<file path="config.mk">
export PLATFORM = sky130hd
export DESIGN_NAME = one_tree_rooting_engine
export DESIGN_NICKNAME = d
export VERILOG_FILES = /design/src/rtl/otr_pkg.sv /design/src/rtl/otr_ctrl.sv /design/src/rtl/otr_dp.sv /design/src/rtl/one_tree_rooting_engine.sv
export SDC_FILE = /design/constraint.sdc
export NUM_CORES = 2
export LEC_CHECK = 0
export ABC_AREA = 1
export BUFFER_PORTS_ARGS = -buffer_cell sky130_fd_sc_hd__clkbuf_2
export CORE_MARGIN = 5
export CORE_UTILIZATION = 55
export CTS_BUF_LIST = sky130_fd_sc_hd__clkbuf_4 sky130_fd_sc_hd__clkbuf_8
export CTS_CLUSTER_SIZE = 10
export DETAILED_ROUTE_END_ITERATION = 8
export PLACE_DENSITY = 0.71
export SYNTH_ARGS = -nofsm -noshare
export SYNTH_HDL_FRONTEND = slang
export SYNTH_SLANG_ARGS = --single-unit
</file>
<file path="constraint.sdc">
create_clock -name clk -period 7.55 [get_ports clk]
set_input_delay 0.3775 -clock clk [delete_from_list [all_inputs] [get_ports clk]]
set_output_delay 0.3775 -clock clk [all_outputs]
set_load 0.005 [all_outputs]
</file>
<file path="src/rtl/otr_pkg.sv">
`timescale 1ns / 1ps
package otr_pkg;
  localparam int VW = 5;   // vertex index width (fixed by fields)
  localparam int CW = 6;   // count width

  typedef enum logic [1:0] {
    OP_CLEAR  = 2'd0,
    OP_INSERT = 2'd1,
    OP_ROOT   = 2'd2,
    OP_NONE   = 2'd3
  } opcode_t;

  typedef enum logic [1:0] {
    ST_OK   = 2'd0,
    ST_FULL = 2'd1,
    ST_BAD  = 2'd2
  } status_t;

  typedef enum logic [3:0] {
    S_IDLE,
    S_CLR,
    S_ZSCAN,
    S_BFS,
    S_SHIFT,
    S_FIX,
    S_EMIT,
    S_REPORT
  } state_t;

  // commands from controller to datapath
  typedef struct packed {
    logic take;       // capture input beat
    logic clr_all;    // clear edges, degrees, parents
    logic ins;        // append edge
    logic clr_lbl;    // clear parents and visited, seed frontier
    logic zscan;      // one step of vertex 0 scan
    logic bfs;        // one step of search
    logic shift;      // one step of compaction
    logic fix;        // write set aside edge at end
    logic emit;       // load one result into output register
    logic report;     // load single report result
  } cmd_t;

  // status from datapath to controller
  typedef struct packed {
    logic ins_ok;
    logic root_bad;
    logic zscan_done;
    logic bfs_done;
    logic do_shift;
    logic shift_done;
    logic emit_last;
    logic out_free;
  } stat_t;
endpackage

</file>
<file path="src/rtl/otr_ctrl.sv">
`timescale 1ns / 1ps
module otr_ctrl
  import otr_pkg::*;
(
  input  logic    clk,
  input  logic    rst,
  input  logic    in_valid,
  input  opcode_t op,
  input  stat_t   st,
  output logic    in_ready,
  output cmd_t    cmd
);
  state_t state, state_next;
  opcode_t op_q;

  always_ff @(posedge clk) begin
    if (rst) begin
      state <= S_IDLE;
      op_q  <= OP_NONE;
    end else begin
      state <= state_next;
      if (in_valid && in_ready) op_q <= op;
    end
  end

  // next state
  always_comb begin
    state_next = state;
    unique case (state)
      S_IDLE: begin
        if (in_valid) state_next = (op == OP_ROOT) ? S_CLR : S_REPORT;
      end
      S_CLR:    state_next = st.root_bad ? S_EMIT : S_ZSCAN;
      S_ZSCAN:  if (st.zscan_done) state_next = S_BFS;
      S_BFS: begin
        if (st.bfs_done) state_next = st.do_shift ? S_SHIFT : S_EMIT;
      end
      S_SHIFT:  if (st.shift_done) state_next = S_FIX;
      S_FIX:    state_next = S_EMIT;
      S_EMIT:   if (st.out_free && st.emit_last) state_next = S_IDLE;
      S_REPORT: if (st.out_free) state_next = S_IDLE;
      default:  state_next = S_IDLE;
    endcase
  end

  // outputs
  always_comb begin
    cmd      = '0;
    in_ready = (state == S_IDLE);
    cmd.take = in_valid && (state == S_IDLE);
    unique case (state)
      S_IDLE:   ;
      S_CLR:    cmd.clr_lbl = 1'b1;
      S_ZSCAN:  cmd.zscan = 1'b1;
      S_BFS:    cmd.bfs = 1'b1;
      S_SHIFT:  cmd.shift = 1'b1;
      S_FIX:    cmd.fix = 1'b1;
      S_EMIT:   cmd.emit = st.out_free;
      S_REPORT: begin
        cmd.report  = st.out_free;
        cmd.clr_all = st.out_free && (op_q == OP_CLEAR);
        cmd.ins     = st.out_free && (op_q == OP_INSERT) && st.ins_ok;
      end
      default:  ;
    endcase
  end

  a_ready_idle: assert property (@(posedge clk) disable iff (rst)
    in_ready |-> state == S_IDLE) else $error("ready outside idle");
  a_fix_after_shift: assert property (@(posedge clk) disable iff (rst)
    state == S_FIX |-> $past(state) == S_SHIFT) else $error("fix without shift");
  a_one_cmd: assert property (@(posedge clk) disable iff (rst)
    $onehot0({cmd.clr_lbl, cmd.zscan, cmd.bfs, cmd.shift, cmd.fix, cmd.emit, cmd.report}))
    else $error("overlapping commands");
endmodule

</file>
<file path="src/rtl/otr_dp.sv">
`timescale 1ns / 1ps
module otr_dp
  import otr_pkg::*;
#(
  parameter int MaxV = 32
) (
  input  logic          clk,
  input  logic          rst,
  input  cmd_t          cmd,
  output stat_t         st,
  input  logic          cfg_we,
  input  logic [5:0]    cfg_data,
  input  logic [1:0]    op_in,
  input  logic [VW-1:0] a_in,
  input  logic [VW-1:0] b_in,
  input  logic [VW-1:0] root_in,
  output logic          out_valid,
  input  logic          out_ready,
  output logic [VW-1:0] o_vertex,
  output logic [VW-1:0] o_parent,
  output logic          o_has_parent,
  output logic [1:0]    o_status,
  output logic          o_all_deg2,
  output logic [CW-1:0] o_edge_count,
  output logic          o_last
);
  localparam int Slots = MaxV + 1;
  localparam int SW    = $clog2(Slots + 1);
  localparam int FW    = $clog2(MaxV);

  // edge list, read at one address a cycle through a data register
  logic [2*VW-1:0] edges [Slots];
  logic [2*VW-1:0] e_q;             // registered read data
  logic [SW-1:0]   rd_addr;
  logic [SW-1:0]   etot;
  logic [CW-1:0]   deg [MaxV];
  logic [VW-1:0]   par [MaxV];
  logic [MaxV-1:0] pval, vis;
  logic [VW-1:0]   fq [MaxV];      // frontier queue, BFS order
  logic [FW:0]     qh, qt;
  logic [5:0]      vcnt;
  logic [VW-1:0]   a_q, b_q, root_q;
  logic [SW-1:0]   j, j_next;       // edge scan index
  logic [1:0]      found;
  logic [SW-1:0]   p1, skip;
  logic [VW-1:0]   o1;
  logic [2*VW-1:0] e1;              // first edge seen at vertex 0
  logic            has_skip;
  logic [2*VW-1:0] saved;
  logic [VW-1:0]   ev;              // emit vertex
  logic            rbad;

  // used vertex count, saturated
  logic [6:0] n;
  always_comb begin
    if (vcnt == 6'd0) n = 7'd1;
    else if ({1'b0, vcnt} > 7'(MaxV)) n = 7'(MaxV);
    else n = {1'b0, vcnt};
  end

  logic ins_ok_c;
  assign ins_ok_c = ({2'b0, a_q} < n) && ({2'b0, b_q} < n) && (a_q != b_q) &&
                    (7'(etot) < n + 7'd1);

  logic deg2;
  always_comb begin
    deg2 = 1'b1;
    for (int v = 0; v < MaxV; v++)
      if (7'(v) < n && deg[v] != 6'd2) deg2 = 1'b0;
  end

  // degree flag as it will read after a good insert
  logic deg2_after;
  always_comb begin
    deg2_after = 1'b1;
    for (int v = 0; v < MaxV; v++) begin
      logic [CW-1:0] d;
      d = deg[v] + CW'(FW'(v) == a_q[FW-1:0]) + CW'(FW'(v) == b_q[FW-1:0]);
      if (7'(v) < n && d != 6'd2) deg2_after = 1'b0;
    end
  end

  // current edge fields
  logic [VW-1:0] ea, eb, cur_p, oth;
  logic ej_ok, scan_end;
  assign ea = e_q[2*VW-1:VW];
  assign eb = e_q[VW-1:0];
  assign oth = (ea != '0) ? ea : eb;
  assign ej_ok = ({2'b0, ea} < n) && ({2'b0, eb} < n);
  assign scan_end = (j + SW'(1) >= etot) || (etot == '0);
  assign cur_p = fq[qh[FW-1:0]];

  assign st.ins_ok     = ins_ok_c;
  assign st.root_bad   = !({2'b0, root_q} < n);
  assign st.zscan_done = (etot != SW'(n)) || scan_end || (found == 2'd2);
  assign st.bfs_done   = (qh == qt);
  assign st.do_shift   = has_skip && (skip < etot);
  assign st.shift_done = (j + SW'(2) >= etot);
  assign st.emit_last  = (7'(ev) + 7'd1 == n);
  assign st.out_free   = !out_valid || out_ready;

  // advance the scan index
  always_comb begin
    j_next = j;
    if (cmd.clr_lbl) j_next = '0;
    if (cmd.zscan) begin
      if (etot == SW'(n) && etot != '0 && found != 2'd2) j_next = j + SW'(1);
      if (st.zscan_done) j_next = '0;
    end
    if (cmd.bfs) begin
      if (qh != qt) j_next = scan_end ? '0 : j + SW'(1);
      else if (st.do_shift) j_next = skip;
    end
    if (cmd.shift) j_next = j + SW'(1);
  end

  // compaction reads one entry ahead of the index
  assign rd_addr = (cmd.shift || (cmd.bfs && qh == qt)) ? j_next + SW'(1) : j_next;

  always_ff @(posedge clk) begin
    e_q <= edges[rd_addr[$clog2(Slots)-1:0]];
    if (rst) begin
      etot <= '0; pval <= '0; vis <= '0; vcnt <= 6'd32;
      out_valid <= 1'b0;
      qh <= '0; qt <= '0; j <= '0;
      for (int v = 0; v < MaxV; v++) deg[v] <= '0;
    end else begin
      j <= j_next;
      if (cfg_we) vcnt <= cfg_data;
      if (out_valid && out_ready) out_valid <= 1'b0;
      if (cmd.take) begin
        a_q <= a_in; b_q <= b_in; root_q <= root_in;
      end
      if (cmd.clr_all) begin
        etot <= '0; pval <= '0;
        for (int v = 0; v < MaxV; v++) deg[v] <= '0;
      end
      if (cmd.ins) begin
        edges[etot[$clog2(Slots)-1:0]] <= {a_q, b_q};
        etot <= etot + SW'(1);
        deg[a_q[FW-1:0]] <= deg[a_q[FW-1:0]] + 6'd1;
        deg[b_q[FW-1:0]] <= deg[b_q[FW-1:0]] + 6'd1;
      end
      if (cmd.report) begin
        out_valid <= 1'b1; o_vertex <= '0; o_parent <= '0; o_has_parent <= 1'b0;
        o_last <= 1'b1;
        if (op_in == OP_INSERT && !ins_ok_c) begin
          o_status <= ((({2'b0, a_q} < n) && ({2'b0, b_q} < n) && a_q != b_q))
                      ? ST_FULL : ST_BAD;
        end else o_status <= ST_OK;
        // flag and count after the update
        if (op_in == OP_CLEAR) begin
          o_edge_count <= '0;
          o_all_deg2 <= 1'b0;
        end else if (op_in == OP_INSERT && ins_ok_c) begin
          o_edge_count <= CW'(etot + SW'(1));
          o_all_deg2 <= deg2_after;
        end else begin
          o_edge_count <= CW'(etot);
          o_all_deg2 <= deg2;
        end
      end
      if (cmd.clr_lbl) begin
        pval <= '0;
        vis  <= '0;
        rbad <= !({2'b0, root_q} < n);
        if ({2'b0, root_q} < n) vis[root_q[FW-1:0]] <= 1'b1;
        fq[0] <= root_q;
        qh <= '0; qt <= (FW+1)'(1);
        found <= '0; has_skip <= 1'b0; skip <= '0; ev <= '0;
      end
      // find both edges at vertex 0, set aside the one with the larger neighbor
      if (cmd.zscan) begin
        if (etot == SW'(n) && etot != '0 && found != 2'd2) begin
          if (ej_ok && (ea == '0 || eb == '0)) begin
            if (found == 2'd0) begin
              p1 <= j; o1 <= oth; e1 <= e_q;
            end else begin
              has_skip <= 1'b1;
              if (o1 > oth) begin
                skip <= p1; saved <= e1;
              end else begin
                skip <= j; saved <= e_q;
              end
            end
            found <= found + 2'd1;
          end
        end
      end
      // one edge against the head of the frontier per cycle
      if (cmd.bfs && qh != qt) begin
        if (etot != '0 && !(has_skip && j == skip) && ej_ok) begin
          if (ea == cur_p && !vis[eb[FW-1:0]]) begin
            par[eb[FW-1:0]] <= ea; pval[eb[FW-1:0]] <= 1'b1; vis[eb[FW-1:0]] <= 1'b1;
            fq[qt[FW-1:0]] <= eb; qt <= qt + (FW+1)'(1);
          end else if (eb == cur_p && !vis[ea[FW-1:0]]) begin
            par[ea[FW-1:0]] <= eb; pval[ea[FW-1:0]] <= 1'b1; vis[ea[FW-1:0]] <= 1'b1;
            fq[qt[FW-1:0]] <= ea; qt <= qt + (FW+1)'(1);
          end
        end
        if (scan_end) qh <= qh + (FW+1)'(1);
      end
      // move each later edge down by one
      if (cmd.shift) begin
        if (j + SW'(1) < etot)
          edges[j[$clog2(Slots)-1:0]] <= e_q;
      end
      if (cmd.fix) begin
        edges[etot[$clog2(Slots)-1:0] - 1'b1] <= saved;
        par[0] <= (saved[2*VW-1:VW] != '0) ? saved[2*VW-1:VW] : saved[VW-1:0];
        pval[0] <= 1'b1;
      end
      if (cmd.emit) begin
        out_valid <= 1'b1;
        o_vertex <= ev;
        o_parent <= pval[ev[FW-1:0]] ? par[ev[FW-1:0]] : '0;
        o_has_parent <= pval[ev[FW-1:0]];
        o_status <= rbad ? ST_BAD : ST_OK;
        o_all_deg2 <= deg2;
        o_edge_count <= CW'(etot);
        o_last <= st.emit_last;
        ev <= ev + VW'(1);
      end
    end
  end

  a_queue_order: assert property (@(posedge clk) disable iff (rst)
    qh <= qt) else $error("frontier head passed tail");
  a_count_bound: assert property (@(posedge clk) disable iff (rst)
    etot <= SW'(Slots)) else $error("edge count overflow");
  a_emit_hold: assert property (@(posedge clk) disable iff (rst)
    out_valid && !out_ready |=> out_valid && $stable(o_vertex)) else $error("result dropped");
endmodule

</file>
<file path="src/rtl/one_tree_rooting_engine.sv">
`timescale 1ns / 1ps
// Clear, insert and unused opcodes: one result each, from the report step.
// Root: clear labels, vertex 0 scan of the edges, search (one edge compare per cycle
// against the frontier head), compaction when needed, then one result per vertex.
// One item in flight at a time.
// Synchronous reset empties the edge list, degrees, parents; vertex_count 32.
module one_tree_rooting_engine
  import otr_pkg::*;
#(
  parameter int MAX_VERTICES = 32
) (
  input  logic       clk,
  input  logic       rst,
  input  logic       cfg_we,
  input  logic [5:0] cfg_data,
  input  logic       in_valid,
  output logic       in_ready,
  input  logic [1:0] opcode,
  input  logic [4:0] edge_end_a,
  input  logic [4:0] edge_end_b,
  input  logic [4:0] root_vertex,
  output logic       out_valid,
  input  logic       out_ready,
  output logic [4:0] vertex,
  output logic [4:0] parent,
  output logic       has_parent,
  output logic [1:0] status,
  output logic       all_degree_two,
  output logic [5:0] edge_count,
  output logic       last
);
  cmd_t  cmd;
  stat_t st;
  opcode_t op_q;

  // hold the opcode of the beat for the report step
  always_ff @(posedge clk) begin
    if (rst) op_q <= OP_NONE;
    else if (cmd.take) op_q <= opcode_t'(opcode);
  end

  otr_ctrl u_ctrl (
    .clk(clk), .rst(rst), .in_valid(in_valid), .op(opcode_t'(opcode)),
    .st(st), .in_ready(in_ready), .cmd(cmd)
  );

  otr_dp #(.MaxV(MAX_VERTICES)) u_dp (
    .clk(clk), .rst(rst), .cmd(cmd), .st(st),
    .cfg_we(cfg_we), .cfg_data(cfg_data),
    .op_in(op_q), .a_in(edge_end_a), .b_in(edge_end_b), .root_in(root_vertex),
    .out_valid(out_valid), .out_ready(out_ready),
    .o_vertex(vertex), .o_parent(parent), .o_has_parent(has_parent),
    .o_status(status), .o_all_deg2(all_degree_two), .o_edge_count(edge_count),
    .o_last(last)
  );
endmodule
</file>
==> metrics <==
RSZ-0062 raised after global routing=false; layout cell share with drive strength beyond 1=0.0806; routability congestion estimate=1.04; detailed router's first-iteration violation count=7692; Max Clock Freq=159 MHz; Worst Hold Class=in -> reg; vias in the first global route=44991; Pint=0.0112 W; ys flop type=edfxtp_1; setup violators final=0; Die X=329 um; measured slew at the worst slew-check pin=1.27 ns; final hold violation count=0; Clock Path Buffers=3; final hold slack=0.202 ns; WP data arrival=6.83 ns; critical path capture point type=flop; number of synthesized flops with an enable pin=924; register bit total from synthesis=1049; gr ovfl total=0; dominant cells by area after synthesis=edfxtp_1 (49%), nand2_1 (6.4%), nand3_1 (6.1%), o21ai_0 (5.6%), dfxtp_1 (4.5%); Die ar.=0.109 mm^2; sw frac=0.428; max_cap viols=0; antenna violations before repair=11; Num CTS Buffers=173; kind of critical path=reg -> reg; post-layout instance count excluding filler cells=7730; # IOs=51; most frequent cells in the layout=nand2_1 (949), edfxtp_1 (924), nand3_1 (679); Rel. slew slack=0.145; switching power=0.00839 W; Core Region=0.102 mm^2; detailed placer's ending HPWL=123000 um; CTS root buf=clkbuf_8; startpoint class of the critical path=flop; Syn. warnings=0; drt wl/cell=23.8 um; Pre-Repair DR Iteration Count=6; # rows=117; Syn Inst Count=6197; CP Max Fanout=51; setup TNS=0 ns; Detailed Route WL=184000 um; DRC violations left=0; most common cell after layout, fill and taps aside=nand2_1; Syn Nets=6352; Post-DRT Antenna Nets=0; Layout area overhead=9.64%; Tot GR Track Use=0.332; first-pass GRT wire length=276000 um; register share of total power=0.363; Comb power frac=0.379; fin crit period=6.30 ns; CTS sink cnt=1049; average size of a mapped cell=9.06 um^2; CTS H-tree depth=4; cell accounting for the most synthesized area=edfxtp_1; clock network power share=0.258; post-route clock period utilization=0.834; maximum vdd drop=0.000351 V; Seq/Total Area, Yosys=0.539; starting density of the core=0.552; skew final=0.0522 ns; Leak Pwr=23.0 nW; async set-reset flop share out of synthesis=0; Post-Syn Area=0.0561 mm^2; Slew Viols, Final=0; status=completed; worst skew pair latency=0.89 ns; synth unique cells=66; CTS clk-pin slew, worst paths=0.06 ns; Nets=6372; vias post-DR=48689; vias per inst=6.30; largest net degree at the start of global routing=161; post-CTS setup buffers=0; Port Buf Inserts=50; CTS tree=built; power density cells=319 mW/mm^2; Die Ht=329 um; Placed Cells incl. Taps=7377; Crit path required time=8.08 ns; share of the synthesized area in the top cell type=0.494
synthesized netlist by cell type, types with 60 or more instances:
cell type / count
nand2_1: 950
edfxtp_1: 924
nand3_1: 679
nor2_1: 658
o21ai_0: 626
inv_1: 608
a21oi_1: 290
clkbuf_1: 224
o31ai_1: 171
dfxtp_1: 125
o22ai_1: 104
nand3b_1: 103
ha_1: 95
buf_2: 70
o211ai_1: 70
nand4_1: 60
flip-flops by register name, summed over array words and instances (netlist names), 6 cells and up, named ones only:
signal and count:
u_dp.edges 330, u_dp.pval 32, u_dp.vis 32, u_dp.par 160
u_dp.e1 10, u_dp.vcnt 6, u_dp.saved 10, u_dp.p1 6
u_dp.qh 6, u_dp.deg 192, u_dp.fq 160, u_dp.skip 6
u_dp.j 6, u_dp.qt 6, u_dp.o_edge_count 6, u_dp.e_q 10
u_dp.etot 6
power by group through the flow:
stage          logic (W)  clock network, W  registers (W)
2_1_floorplan    0.00440                 0        0.00706
3_3_place_gp     0.00704                 0        0.00721
3_5_place_dp     0.00711                 0        0.00721
4_1_cts          0.00715           0.00511        0.00709
5_1_grt          0.00788           0.00540        0.00712
6_report         0.00743           0.00507        0.00711
critical path: stages, from the launching register on:
cell and delay [ns]:
dfxtp_1 0.75, nand2_2 0.18, nand2_1 0.52, inv_1 0.29, ha_1 0.35, inv_1 0.17
nor2_1 0.09, inv_1 0.07, nand2_1 0.08, ha_1 0.29, a21oi_1 0.12, o21ai_0 0.08
and2_1 0.13, o21ai_0 0.14, nand2_1 0.07, a21oi_1 0.21, nand2_1 0.13, nor2_4 0.20
nand2_4 0.12, nor2_8 0.10, buf_4 0.48, buf_4 0.62, nand2_1 0.30, nand3_1 0.34
stage by stage:
step	cell area (um^2)	total power, W	utilization	setup slack, ns
floorplan	56100	0.0115	-	3.25
global placement	57700	0.0143	0.568	1.84
detailed placement	57700	0.0143	0.568	1.58
CTS	61500	0.0194	0.605	1.55
global route	61500	0.0204	0.606	0.980
finish	61500	0.0196	0.606	1.25
layout make-up:
| class | count | area, um^2 |
|---|---|---|
| Clock inverter | 88 | 671 |
| Clock buffer | 223 | 2780 |
| Timing Repair Buffer | 179 | 1350 |
| Tap cell | 1368 | 1710 |
| Antenna cell | 9 | 22.5 |
| Sequential cell | 1049 | 30300 |
| Inverter | 639 | 2400 |
| Fill cell | 8657 | 40100 |
| Multi-Input combinational cell | 4175 | 22300 |
repair_timing:
item / CTS / global route
endpoints found under the hold margin: 41 / 0
gates resized for setup: 0 / 0
hold buffers: 33 / 0
final timing paths:
| kind | start | to | slack (ns) | cells after the start |
|---|---|---|---|---|
| worst max-delay path | u_dp.vcnt[5] | u_dp.deg[12][0] | 1.25 | 23 |
| worst min register to register | u_dp.edges[32][7] | u_dp.e_q[7] | 0.45 | 2 |
| worst max register to register | u_dp.vcnt[5] | u_dp.deg[12][0] | 1.25 | 23 |
| worst min-delay path | root_vertex[3] | u_dp.root_q[3] | 0.20 | 2 |
routing by layer:
metal | global-route usage | share of wire | up-vias
met3 | 0.0833 | 0.12 | 676
li1 | - | - | 21996
met2 | 0.491 | 0.43 | 3190
met4 | 0.179 | 0.063 | 8
met1 | 0.453 | 0.38 | 22819
met5 | 0 | 0.00029 | -
cell families (layout without fill, tap and decap cells):
| kind of cell | after synthesis | count (layout) | share of synthesized area |
|---|---|---|---|
| simple gates | 2544 | 2544 | 0.200 |
| compound gates | 1460 | 1460 | 0.154 |
| flops | 1049 | 1049 | 0.539 |
| buf+inv | 973 | 1129 | 0.0682 |
| fa+ha+maj | 127 | 127 | 0.0326 |
| xor+xnor | 44 | 44 | 0.00687 |
| other cells | 0 | 9 | 0 |
Note: power is estimated with default switching activity, not from simulation.
